[config.mk]
export PLATFORM = sky130hd
export DESIGN_NAME = rpc_outstanding_call_tracker
export DESIGN_NICKNAME = d
export VERILOG_FILES = /design/src/rpct_pkg.sv /design/src/rpc_outstanding_call_tracker.sv /design/src/rpct_cell.sv
export SDC_FILE = /design/constraint.sdc
export NUM_CORES = 2
export LEC_CHECK = 0
export BUFFER_PORTS_ARGS = -buffer_cell sky130_fd_sc_hd__buf_4
export CELL_PAD_IN_SITES_DETAIL_PLACEMENT = 2
export CELL_PAD_IN_SITES_GLOBAL_PLACEMENT = 2
export CORE_UTILIZATION = 47
export CTS_CLUSTER_SIZE = 24
export DETAILED_ROUTE_END_ITERATION = 8
export PLACE_DENSITY = 0.9
export SLEW_MARGIN = 20
export SYNTH_ARGS = -nofsm -noshare
export SYNTH_HDL_FRONTEND = slang
export SYNTH_SLANG_ARGS = --single-unit
[constraint.sdc]
create_clock -name clk -period 38.2 [get_ports clk]
set_input_delay 3.82 -clock clk [delete_from_list [all_inputs] [get_ports clk]]
set_output_delay 3.82 -clock clk [all_outputs]
set_load 0.02 [all_outputs]
[src/rpct_pkg.sv]
package rpct_pkg;

    localparam int unsigned SLOTS_DEF = 16;
    localparam logic [7:0] RETRANSMIT_AFTER_RST = 8'd3;
    localparam logic [7:0] MAX_RETRANSMIT_RST = 8'd60;

    localparam logic [2:0] CMD_ISSUE = 3'd0;
    localparam logic [2:0] CMD_REPLY = 3'd1;
    localparam logic [2:0] CMD_TICK = 3'd2;
    localparam logic [2:0] CMD_INIT_FAIL = 3'd3;
    localparam logic [2:0] CMD_RETX_FAIL = 3'd4;

    localparam logic [3:0] EV_ISSUED = 4'd0;
    localparam logic [3:0] EV_FULL = 4'd1;
    localparam logic [3:0] EV_DELIVERED = 4'd2;
    localparam logic [3:0] EV_NOT_REPLY = 4'd3;
    localparam logic [3:0] EV_UNKNOWN = 4'd4;
    localparam logic [3:0] EV_MALFORMED = 4'd5;
    localparam logic [3:0] EV_RETRANSMIT = 4'd6;
    localparam logic [3:0] EV_TIMEOUT = 4'd7;
    localparam logic [3:0] EV_ACK = 4'd8;
    localparam logic [3:0] EV_TICK_DONE = 4'd9;
    localparam logic [3:0] EV_SHORT = 4'd10;

    localparam logic [1:0] REG_RETX_AFTER = 2'd0;
    localparam logic [1:0] REG_MAX_RETX = 2'd1;
    localparam logic [1:0] REG_INIT_XID = 2'd2;

    // per-cell operation, broadcast to all cells
    typedef enum logic [2:0] {
        OP_NONE   = 3'd0,
        OP_ALLOC  = 3'd1,
        OP_FREE   = 3'd2,
        OP_REARM  = 3'd3,
        OP_TICK   = 3'd4
    } cell_op_t;

    typedef struct packed {
        cell_op_t    op;
        logic [31:0] xid;
        logic [7:0]  retx_after;
        logic [7:0]  max_retx;
    } cell_cmd_t;

    typedef struct packed {
        logic        valid;
        logic        match;
        logic        fire;
        logic        timeout;
        logic [31:0] xid;
    } cell_stat_t;

endpackage

[src/rpc_outstanding_call_tracker.sv]
// channel | direction | handshake          | payload
// input   | in        | in_valid/in_stall  | command, xid, dest_port, status flags and words
// result  | out       | out_valid/out_stall| event_res, event_xid, slot, port, statuses, last
// config  | in        | apb write/read     | retransmit_after, max_retransmit, initial_xid
// issue, reply and send failures are decided on acceptance and give one result transfer
// a tick applies to all cells at once, then walks the captured flags one slot
// per cycle while the output register is free, with one result per firing slot
// and a final tick done result
// one item is in work at a time; a result waits in the output register under stall
// reset clears valid bits and the issue counter, and config registers to their reset values
module rpc_outstanding_call_tracker
    import rpct_pkg::*;
#(
    parameter int unsigned SLOTS = SLOTS_DEF
)
(
    input  logic        clk,
    input  logic        rst_n,
    input  logic        in_valid,
    output logic        in_stall,
    input  logic [2:0]  command,
    input  logic [31:0] xid,
    input  logic [15:0] dest_port,
    input  logic        short_packet,
    input  logic        is_reply,
    input  logic        auth_ok,
    input  logic [31:0] reply_stat,
    input  logic [31:0] accept_stat,
    output logic        out_valid,
    input  logic        out_stall,
    output logic [3:0]  event_res,
    output logic [31:0] event_xid,
    output logic [3:0]  slot,
    output logic [15:0] port,
    output logic [31:0] out_reply_stat,
    output logic [31:0] out_accept_stat,
    output logic        last,
    input  logic        psel,
    input  logic        penable,
    input  logic        pwrite,
    input  logic [3:0]  paddr,
    input  logic [31:0] pwdata,
    output logic [31:0] prdata,
    output logic        pready
);

    localparam int unsigned SW = (SLOTS > 1) ? $clog2(SLOTS) : 1;

    typedef enum logic [2:0] {
        ST_IDLE = 3'b001,
        ST_WALK = 3'b010,
        ST_OUT  = 3'b100
    } state_t;

    state_t      state_reg;
    state_t      state_next;
    logic [7:0]  retx_after_reg;
    logic [7:0]  max_retx_reg;
    logic [31:0] init_xid_reg;
    logic [31:0] issue_cnt_reg;
    logic [15:0] last_port_reg;
    logic [SW-1:0] walk_reg;
    logic [SLOTS-1:0] fire_reg;
    logic [SLOTS-1:0] tmo_reg;
    logic [31:0] fxid_reg [SLOTS];

    cell_cmd_t   ccmd;
    cell_stat_t  cstat [SLOTS];
    logic [SLOTS:0] free_ch;
    logic [SLOTS:0] match_ch;
    logic [SLOTS-1:0] sel;
    logic [SW-1:0] free_idx;
    logic [SW-1:0] match_idx;
    logic        accept_in;
    logic        out_free;
    logic        load;
    logic [3:0]  o_ev;
    logic [31:0] o_xid;
    logic [3:0]  o_slot;
    logic [31:0] o_rs;
    logic [31:0] o_as;
    logic        o_last;
    logic [31:0] new_xid;
    logic        cfg_wr;

    assign pready = 1'b1;
    assign cfg_wr = psel && penable && pwrite;

    always_comb
    begin
        unique case (paddr[3:2])
            REG_RETX_AFTER: prdata = {24'd0, retx_after_reg};
            REG_MAX_RETX:   prdata = {24'd0, max_retx_reg};
            REG_INIT_XID:   prdata = init_xid_reg;
            default:        prdata = 32'd0;
        endcase
    end

    assign out_free = !out_valid || !out_stall;
    assign in_stall = (state_reg != ST_IDLE) || !out_free;
    assign accept_in = in_valid && !in_stall;
    assign new_xid = init_xid_reg + issue_cnt_reg;

    assign free_ch[0] = 1'b0;
    assign match_ch[0] = 1'b0;

    always_comb
    begin
        free_idx = '0;
        match_idx = '0;
        for (int i = SLOTS - 1; i >= 0; i--)
        begin
            if (!cstat[i].valid)
            begin
                free_idx = SW'(i);
            end
            if (cstat[i].match)
            begin
                match_idx = SW'(i);
            end
        end
    end

    always_comb
    begin
        ccmd.op = OP_NONE;
        ccmd.xid = xid;
        ccmd.retx_after = retx_after_reg;
        ccmd.max_retx = max_retx_reg;
        for (int i = 0; i < SLOTS; i++)
        begin
            sel[i] = 1'b0;
        end
        if (accept_in)
        begin
            unique case (command)
                CMD_ISSUE:
                begin
                    ccmd.op = OP_ALLOC;
                    ccmd.xid = new_xid;
                    for (int i = 0; i < SLOTS; i++)
                    begin
                        sel[i] = !cstat[i].valid && !free_ch[i];
                    end
                end
                CMD_REPLY:
                begin
                    if (!short_packet && is_reply)
                    begin
                        ccmd.op = OP_FREE;
                    end
                    for (int i = 0; i < SLOTS; i++)
                    begin
                        sel[i] = cstat[i].match && !match_ch[i];
                    end
                end
                CMD_TICK: ccmd.op = OP_TICK;
                CMD_INIT_FAIL, CMD_RETX_FAIL:
                begin
                    ccmd.op = (command == CMD_INIT_FAIL) ? OP_FREE : OP_REARM;
                    for (int i = 0; i < SLOTS; i++)
                    begin
                        sel[i] = cstat[i].match && !match_ch[i];
                    end
                end
                default: ccmd.op = OP_NONE;
            endcase
        end
    end

    for (genvar g = 0; g < SLOTS; g++)
    begin : g_cell
        rpct_cell u_cell (
            .clk      (clk),
            .rst_n    (rst_n),
            .cmd      (ccmd),
            .sel      (sel[g]),
            .free_in  (free_ch[g]),
            .free_out (free_ch[g+1]),
            .match_in (match_ch[g]),
            .match_out(match_ch[g+1]),
            .stat     (cstat[g])
        );
    end

    always_comb
    begin
        load = 1'b0;
        o_ev = EV_TICK_DONE;
        o_xid = 32'd0;
        o_slot = 4'd0;
        o_rs = 32'd0;
        o_as = 32'd0;
        o_last = 1'b1;
        state_next = state_reg;
        unique case (state_reg)
            ST_IDLE:
            begin
                if (accept_in)
                begin
                    unique case (command)
                        CMD_ISSUE:
                        begin
                            load = 1'b1;
                            o_xid = new_xid;
                            if (free_ch[SLOTS])
                            begin
                                o_ev = EV_ISSUED;
                                o_slot = 4'(free_idx);
                            end
                            else
                            begin
                                o_ev = EV_FULL;
                            end
                        end
                        CMD_REPLY:
                        begin
                            load = 1'b1;
                            o_xid = xid;
                            priority if (short_packet)
                            begin
                                o_ev = EV_SHORT;
                                o_xid = 32'd0;
                            end
                            else if (!is_reply)
                            begin
                                o_ev = EV_NOT_REPLY;
                            end
                            else if (!match_ch[SLOTS])
                            begin
                                o_ev = EV_UNKNOWN;
                            end
                            else
                            begin
                                o_slot = 4'(match_idx);
                                if (reply_stat != 32'd0)
                                begin
                                    o_ev = EV_DELIVERED;
                                    o_rs = reply_stat;
                                    o_as = 32'hFFFF_FFFF;
                                end
                                else if (!auth_ok)
                                begin
                                    o_ev = EV_MALFORMED;
                                end
                                else
                                begin
                                    o_ev = EV_DELIVERED;
                                    o_as = accept_stat;
                                end
                            end
                        end
                        CMD_TICK: state_next = ST_WALK;
                        CMD_INIT_FAIL, CMD_RETX_FAIL:
                        begin
                            load = 1'b1;
                            o_xid = xid;
                            if (match_ch[SLOTS])
                            begin
                                o_ev = EV_ACK;
                                o_slot = 4'(match_idx);
                            end
                            else
                            begin
                                o_ev = EV_UNKNOWN;
                            end
                        end
                        default: load = 1'b0;
                    endcase
                end
            end
            ST_WALK:
            begin
                if (out_free)
                begin
                    if (fire_reg[walk_reg])
                    begin
                        load = 1'b1;
                        o_last = 1'b0;
                        o_xid = fxid_reg[walk_reg];
                        o_slot = 4'(walk_reg);
                        if (tmo_reg[walk_reg])
                        begin
                            o_ev = EV_TIMEOUT;
                            o_rs = 32'hFFFF_FFFF;
                            o_as = 32'hFFFF_FFFF;
                        end
                        else
                        begin
                            o_ev = EV_RETRANSMIT;
                        end
                    end
                    if (32'(walk_reg) == SLOTS - 1)
                    begin
                        state_next = ST_OUT;
                    end
                end
            end
            ST_OUT:
            begin
                if (out_free)
                begin
                    load = 1'b1;
                    state_next = ST_IDLE;
                end
            end
            default: state_next = ST_IDLE;
        endcase
    end

    always_ff @(posedge clk or negedge rst_n)
    begin
        if (!rst_n)
        begin
            state_reg <= ST_IDLE;
            retx_after_reg <= RETRANSMIT_AFTER_RST;
            max_retx_reg <= MAX_RETRANSMIT_RST;
            init_xid_reg <= 32'd0;
            issue_cnt_reg <= 32'd0;
            last_port_reg <= 16'd0;
            walk_reg <= '0;
            out_valid <= 1'b0;
        end
        else
        begin
            state_reg <= state_next;
            if (cfg_wr)
            begin
                unique case (paddr[3:2])
                    REG_RETX_AFTER: retx_after_reg <= pwdata[7:0];
                    REG_MAX_RETX:   max_retx_reg <= pwdata[7:0];
                    REG_INIT_XID:   init_xid_reg <= pwdata;
                    default:        init_xid_reg <= init_xid_reg;
                endcase
            end
            if (accept_in && command == CMD_ISSUE)
            begin
                issue_cnt_reg <= issue_cnt_reg + 32'd1;
                if (free_ch[SLOTS])
                begin
                    last_port_reg <= dest_port;
                end
            end
            if (state_reg == ST_WALK && out_free)
            begin
                walk_reg <= walk_reg + SW'(1);
            end
            else if (state_reg != ST_WALK)
            begin
                walk_reg <= '0;
            end
            if (load)
            begin
                out_valid <= 1'b1;
            end
            else if (!out_stall)
            begin
                out_valid <= 1'b0;
            end
        end
    end

    always_ff @(posedge clk)
    begin
        if (accept_in && command == CMD_TICK)
        begin
            for (int i = 0; i < SLOTS; i++)
            begin
                fire_reg[i] <= cstat[i].fire;
                tmo_reg[i] <= cstat[i].timeout;
                fxid_reg[i] <= cstat[i].xid;
            end
        end
        if (load)
        begin
            event_res <= o_ev;
            event_xid <= o_xid;
            slot <= o_slot;
            out_reply_stat <= o_rs;
            out_accept_stat <= o_as;
            last <= o_last;
            if (accept_in && command == CMD_ISSUE && free_ch[SLOTS])
            begin
                port <= dest_port;
            end
            else
            begin
                port <= last_port_reg;
            end
        end
    end

endmodule

[src/rpct_cell.sv]
module rpct_cell
    import rpct_pkg::*;
(
    input  logic       clk,
    input  logic       rst_n,
    input  cell_cmd_t  cmd,
    input  logic       sel,
    input  logic       free_in,
    output logic       free_out,
    input  logic       match_in,
    output logic       match_out,
    output cell_stat_t stat
);

    logic        valid_reg;
    logic        valid_next;
    logic [31:0] xid_reg;
    logic [31:0] xid_next;
    logic [7:0]  ticks_reg;
    logic [7:0]  ticks_next;
    logic [7:0]  retries_reg;
    logic [7:0]  retries_next;
    logic [7:0]  tick_inc;
    logic        hit;
    logic        fire;

    assign hit = valid_reg && (xid_reg == cmd.xid);
    assign free_out = free_in || !valid_reg;
    assign match_out = match_in || hit;
    assign tick_inc = (ticks_reg == 8'hFF) ? ticks_reg : ticks_reg + 8'd1;
    assign fire = valid_reg && (tick_inc >= cmd.retx_after);

    assign stat.valid = valid_reg;
    assign stat.match = hit;
    assign stat.fire = fire;
    assign stat.timeout = fire && (retries_reg == cmd.max_retx);
    assign stat.xid = xid_reg;

    always_comb
    begin
        valid_next = valid_reg;
        xid_next = xid_reg;
        ticks_next = ticks_reg;
        retries_next = retries_reg;
        unique case (cmd.op)
            OP_ALLOC:
            begin
                if (sel)
                begin
                    valid_next = 1'b1;
                    xid_next = cmd.xid;
                    ticks_next = 8'd0;
                    retries_next = 8'd0;
                end
            end
            OP_FREE:
            begin
                if (sel)
                begin
                    valid_next = 1'b0;
                end
            end
            OP_REARM:
            begin
                if (sel)
                begin
                    ticks_next = (cmd.retx_after == 8'd0) ? 8'd0 : cmd.retx_after - 8'd1;
                end
            end
            OP_TICK:
            begin
                if (valid_reg)
                begin
                    ticks_next = tick_inc;
                    if (fire)
                    begin
                        if (retries_reg == cmd.max_retx)
                        begin
                            valid_next = 1'b0;
                        end
                        else
                        begin
                            retries_next = retries_reg + 8'd1;
                            ticks_next = 8'd0;
                        end
                    end
                end
            end
            default:
            begin
            end
        endcase
    end

    always_ff @(posedge clk or negedge rst_n)
    begin
        if (!rst_n)
        begin
            valid_reg <= 1'b0;
        end
        else
        begin
            valid_reg <= valid_next;
        end
    end

    always_ff @(posedge clk)
    begin
        xid_reg <= xid_next;
        ticks_reg <= ticks_next;
        retries_reg <= retries_next;
    end

endmodule

==> flow_summary.ini, run 1 <==
[floorplan]
rows = 157
die_w_um = 433
ios = 317
die_y_um = 433
initial_core_util_pct = 47.6

[yosys]
mappedNetlistArea_mm2 = 0.0875
synthesis.nets = 7758
synth_edf_count = 1433
synth_seq_area_share_pct = 52.6
post-synth-top-area-cell = edfxtp_1
synthArstFlopShare_pct = 7.73
post_synth_num_cell_types = 127
avgSynthCellArea_um2 = 11.8
ys_ff_latch = 1553
synth_flop_cell = edfxtp_1
synthTopCellsByArea = edfxtp_1 (49%), xnor2_1 (5.0%), mux4_2 (4.4%), dfrtp_1 (3.2%), xor2_1 (2.9%)
yosysWarnings = 0
synth_top_cell_area_share_pct = 49.2
synthCells = 7401

[clock_tree]
clockRootBuffer = clkbuf_16
post-cts-setup-buffer-count = 0
cts_buffer_depth = 3
cts.sinks = 1553
cts_hold_buf = 0
ctsResizeCount = 0
cts_buffers = 171
htreeDepth = 4

[global_routing]
grt_use_total_pct = 78.1
grt_overflow_total = 137
grt_first_pass_wirelength_um = 988000
grt_max_degree = 180
grt_pass1_vias = 101000

[outcome]
haltStage = 5_1_grt
error = [ERROR GRT-0116] Global routing finished with congestion. Check the congestion regions in the DRC Viewer.
status = did not finish

[place]
port_buffers = 313
dp.cells = 10100
gp_congestion = 1.21
post_dp_cell_area_mm2 = 0.0940
dp_hpwl_um = 459000
## per-stage QoR
step           utilization [%]  setup WS [ps]
4_1_cts                   54.2          25920
3_5_place_dp              51.1          25290
3_3_place_gp              51.1          25720
2_1_floorplan                -          16020
## cell families after synthesis
kind of cell             synth area share, %
XOR/XNOR                                8.28
AO/OA/AOI/OAI                           12.7
other                                0.00429
AND/OR/NAND/NOR                         14.5
flip-flops                              52.6
multiplexers                            6.14
buffers and inverters                   2.91
adder cells (fa/ha/maj)                 2.81
## cell usage after synthesis, drive strengths merged, types with 19 or more instances
cell	number
ha	195
dfrtp	113
nor3b	25
o221ai	27
a22o	28
xnor2	499
mux2i	61
or4	51
nor3	189
a211o	25
a221oi	19
o211ai	67
nor4	194
and3	116
o2bb2ai	35
and2	95
a2111oi	50
a22oi	38
o22ai	52
or3	52
a21oi	292
nand2b	104
a21boi	28
a21o	80
nand4b	23
nand3	315
nor2b	61
o31ai	35
a211oi	60
o2111ai	56
nand4	178
xor2	291
and4	32
inv	176
buf	176
nor2	460
mux4	171
o21a	42
mux2	81
nand2	408
a32o	71
o21ai	326
clkbuf	237
edfxtp	1433
a31oi	50
## routing by layer
layer | GRT usage, % | GRT overflow
met1 | 79.5 | 6
met2 | 91.1 | 57
met3 | 66.2 | 3
met4 | 72.7 | 70
met5 | 46.5 | 1
==> run 2: changes to the inputs <==
CELL_PAD_IN_SITES_DETAIL_PLACEMENT = not set   (was 2)
CELL_PAD_IN_SITES_GLOBAL_PLACEMENT = not set   (was 2)
CORE_UTILIZATION = 40   (was 47)
CTS_CLUSTER_SIZE = not set   (was 24)
PLACE_DENSITY = not set   (was 0.9)
PLACE_DENSITY_LB_ADDON = 0.15   (was not set)
==> run 2 against run 1 <==
  * The flow now finishes without violations
  * Synthesized area stayed put
  * Synthesized cell count stayed put
==> flow_summary.ini, run 2 <==
[sta]
slew_headroom_pct = 7.24
rsz0062_at_grt = false
setup_violations = 0
hold-worst-slack_ps = 429
max_freq_ghz = 0.0758
slew_violations = 0
tns_ps = 0
hold_viol = 0
layout_min_cycle_time_ps = 13190
fin_skew_ps = 67.5
max_slew.worst_pin.slew_ps = 1380
min_period_over_period_pct = 34.5

[setup_path]
crit_type = input port to flip-flop
worstSetupStartpoint = command[1]
critPathSlowestCell = nor4_1
crit_cells = 18
critPathMaxStageDelay_ps = 1180
rr_startpoint = state_reg[0]
crit_fanout = 45
critPathTopFamily = simple AND/OR/NAND/NOR gates
worst-endpoint-arrival_ps = 13710
crit_top_cell = buf_4
r2r_slack_ps = 27740
r2r-end = g_cell[2].u_cell.retries_reg[4]
crit_path_end_kind = flip-flop
required_ps = 38720
ff2ff_path_depth = 17
startpoint_type = input port
crit_chain = buf_4 -> nor3_4 -> buf_4 -> nand3_4 -> buf_4 -> buf_4 -> buf_4 -> nor2_1 -> a211oi_4 -> xor2_1 -> o2111ai_1 -> nor4_1 -> nand4_1 -> or3_1 -> a21oi_1 -> and2_2 -> buf_4 -> o21a_1
worstSetupEndpoint = g_cell[2].u_cell.retries_reg[4]
path_buf_inv = 6

[global_routing]
grt_pass1_vias = 68500
grt_use_total_pct = 46.8
grt_overflow_total = 0
grt_first_pass_wirelength_um = 677000
grt_max_degree = 95
grt_antenna_before_repair = 75

[route]
vias = 76400
initialDrtViolationCount = 13900
vias_per_cell = 7.01
wl_per_cell_um = 48.5
drcViolationCount = 0
wirelength_um = 528000
ant_nets = 0
dr.pass1.iters = 6

[yosys]
synth_flop_cell = edfxtp_1
synth_edf_count = 1433
synthTopCellsByArea = edfxtp_1 (49%), xnor2_1 (5.0%), mux4_2 (4.4%), dfrtp_1 (3.2%), xor2_1 (2.9%)
synth_top_cell_area_share_pct = 49.2
synthesis.nets = 7758
synth_seq_area_share_pct = 52.6
post-synth-top-area-cell = edfxtp_1
yosysWarnings = 0
ys_ff_latch = 1553
ys_top_cells_by_count = edfxtp_1 (1,433), xnor2_1 (497), nor2_1 (458), nand2_1 (405), nand3_1 (312)
synthArstFlopShare_pct = 7.73
mappedNetlistArea_mm2 = 0.0875
synth_most_common_cell = edfxtp_1
synthCells = 7401
avgSynthCellArea_um2 = 11.8
post_synth_num_cell_types = 127

[place]
dp_hpwl_um = 410000
dp.cells = 10500
gp_congestion = 1.18
post_dp_cell_area_mm2 = 0.0949
port_buffers = 313

[power]
p_seq_share_pct = 42.7
vdd_drop_max_mv = 0.0549
power.density_mw_per_mm2 = 44.9
power.share.clock_pct = 36.4
pwr-share-comb_pct = 20.9
switching_share_pct = 31.7
leakagePower_nw = 34.5
power_switching_mw = 1.43
intPower_mw = 3.09

[clock_tree]
cts_hold_buf = 0
cts_buffers = 166
htreeDepth = 4
clockRootBuffer = clkbuf_16
cts_tree = done
clk_latency_ps = 900
cts_buffer_depth = 3
post-cts-setup-buffer-count = 0
ctsResizeCount = 0
clk_pin_slew_ps = 60
cts.sinks = 1553

[outcome]
status = finished, final reports clean

[cells_and_area]
nNetsFinal = 8206
final_common_cell = edfxtp_1
final_cell_mix = edfxtp_1 (1,433), buf_4 (686), xnor2_1 (482), nor2_1 (449), nand2_1 (404)
finish.cell_count_without_fillers = 10900
drive_gt1_share_pct = 17.8
final_area_mm2 = 0.101
area_growth_pct = 15.2

[floorplan]
rows = 171
coreArea_mm2 = 0.217
ios = 317
die_w_um = 470
initial_core_util_pct = 40.3
die_y_um = 470
die_area_mm2 = 0.221

[min_path]
worstHoldPathType = flip-flop to flip-flop

[job]
cap_viol_max_count = 0
[run 2: worst min-delay path by stage]
stage / start / endpoint / slack (ps) / cells past startpoint
2_1_floorplan: g_cell[12].u_cell.xid_reg[22] / fxid_reg[12][22] / 420 / 0
3_3_place_gp: g_cell[7].u_cell.xid_reg[23] / fxid_reg[7][23] / 440 / 0
3_5_place_dp: g_cell[12].u_cell.xid_reg[22] / fxid_reg[12][22] / 440 / 0
4_1_cts: g_cell[1].u_cell.xid_reg[17] / fxid_reg[1][17] / 420 / 0
5_1_grt: g_cell[6].u_cell.xid_reg[23] / fxid_reg[6][23] / 440 / 0
6_report: g_cell[1].u_cell.xid_reg[17] / fxid_reg[1][17] / 430 / 0
[run 2: through the flow]
| step | total power, mW | utilization [%] | setup WS (ps) |
|---|---|---|---|
| final | 4.53 | 46.4 | 25010 |
| after global routing | 4.61 | 46.3 | 25350 |
| after CTS | 4.49 | 46.2 | 25660 |
| after detailed placement | 2.86 | 43.7 | 24640 |
| after global placement | 2.85 | 43.7 | 24700 |
| after floorplan | 2.43 | - | 16020 |
[run 2: area by class of cell]
cell class / count / area, um2
clock buffers: 215 / 4540
fillers: 19800 / 116000
repair buffers: 693 / 5240
clock inverters: 90 / 986
inverters: 181 / 694
flip-flops and latches: 1553 / 46100
diodes: 57 / 143
well taps: 2854 / 3570
multi-input cells: 5254 / 39500
[run 2: worst reg2reg max path, cell delays in order (launching register included)]
cell and delay (ps):
dfstp_2 400, and3b_1 170, buf_4 230, nand3_4 600, buf_4 560, buf_4 690
buf_4 690, nor2_1 240, a211oi_4 830, xor2_1 270, o2111ai_1 510, nor4_1 1190
nand4_1 600, or3_1 650, a21oi_1 420, and2_2 620, buf_4 780, o21a_1 630
[run 2: kinds of logic after synthesis]
family | after synthesis | share of synthesized area, %
buffers and inverters | 594 | 2.91
other | 1 | 0.00429
DFF | 1553 | 52.6
adders and majority gates | 196 | 2.81
muxes | 313 | 6.14
and+or+nand+nor | 2386 | 14.5
xor gates and xnor gates | 803 | 8.28
AOI/OAI and AO/OA | 1555 | 12.7
[run 2: metal layers]
layer / global-route usage (%) / vias to the layer above / share of wire, %
li1: - / 29800 / -
met1: 61.8 / 39000 / 39
met2: 63.2 / 6187 / 39
met3: 17.4 / 1433 / 13
met4: 32.1 / 28 / 8.6
met5: 0 / - / 0.045
[run 2: power groups by stage]
stage	combinational, mW	clock, mW	sequential, mW
floorplan	0.451	0	1.97
global placement	0.888	0	1.97
detailed placement	0.891	0	1.97
CTS	0.895	1.66	1.93
global route	0.948	1.72	1.94
finish	0.944	1.65	1.93
No activity file was read; power rests on OpenSTA's default activity.
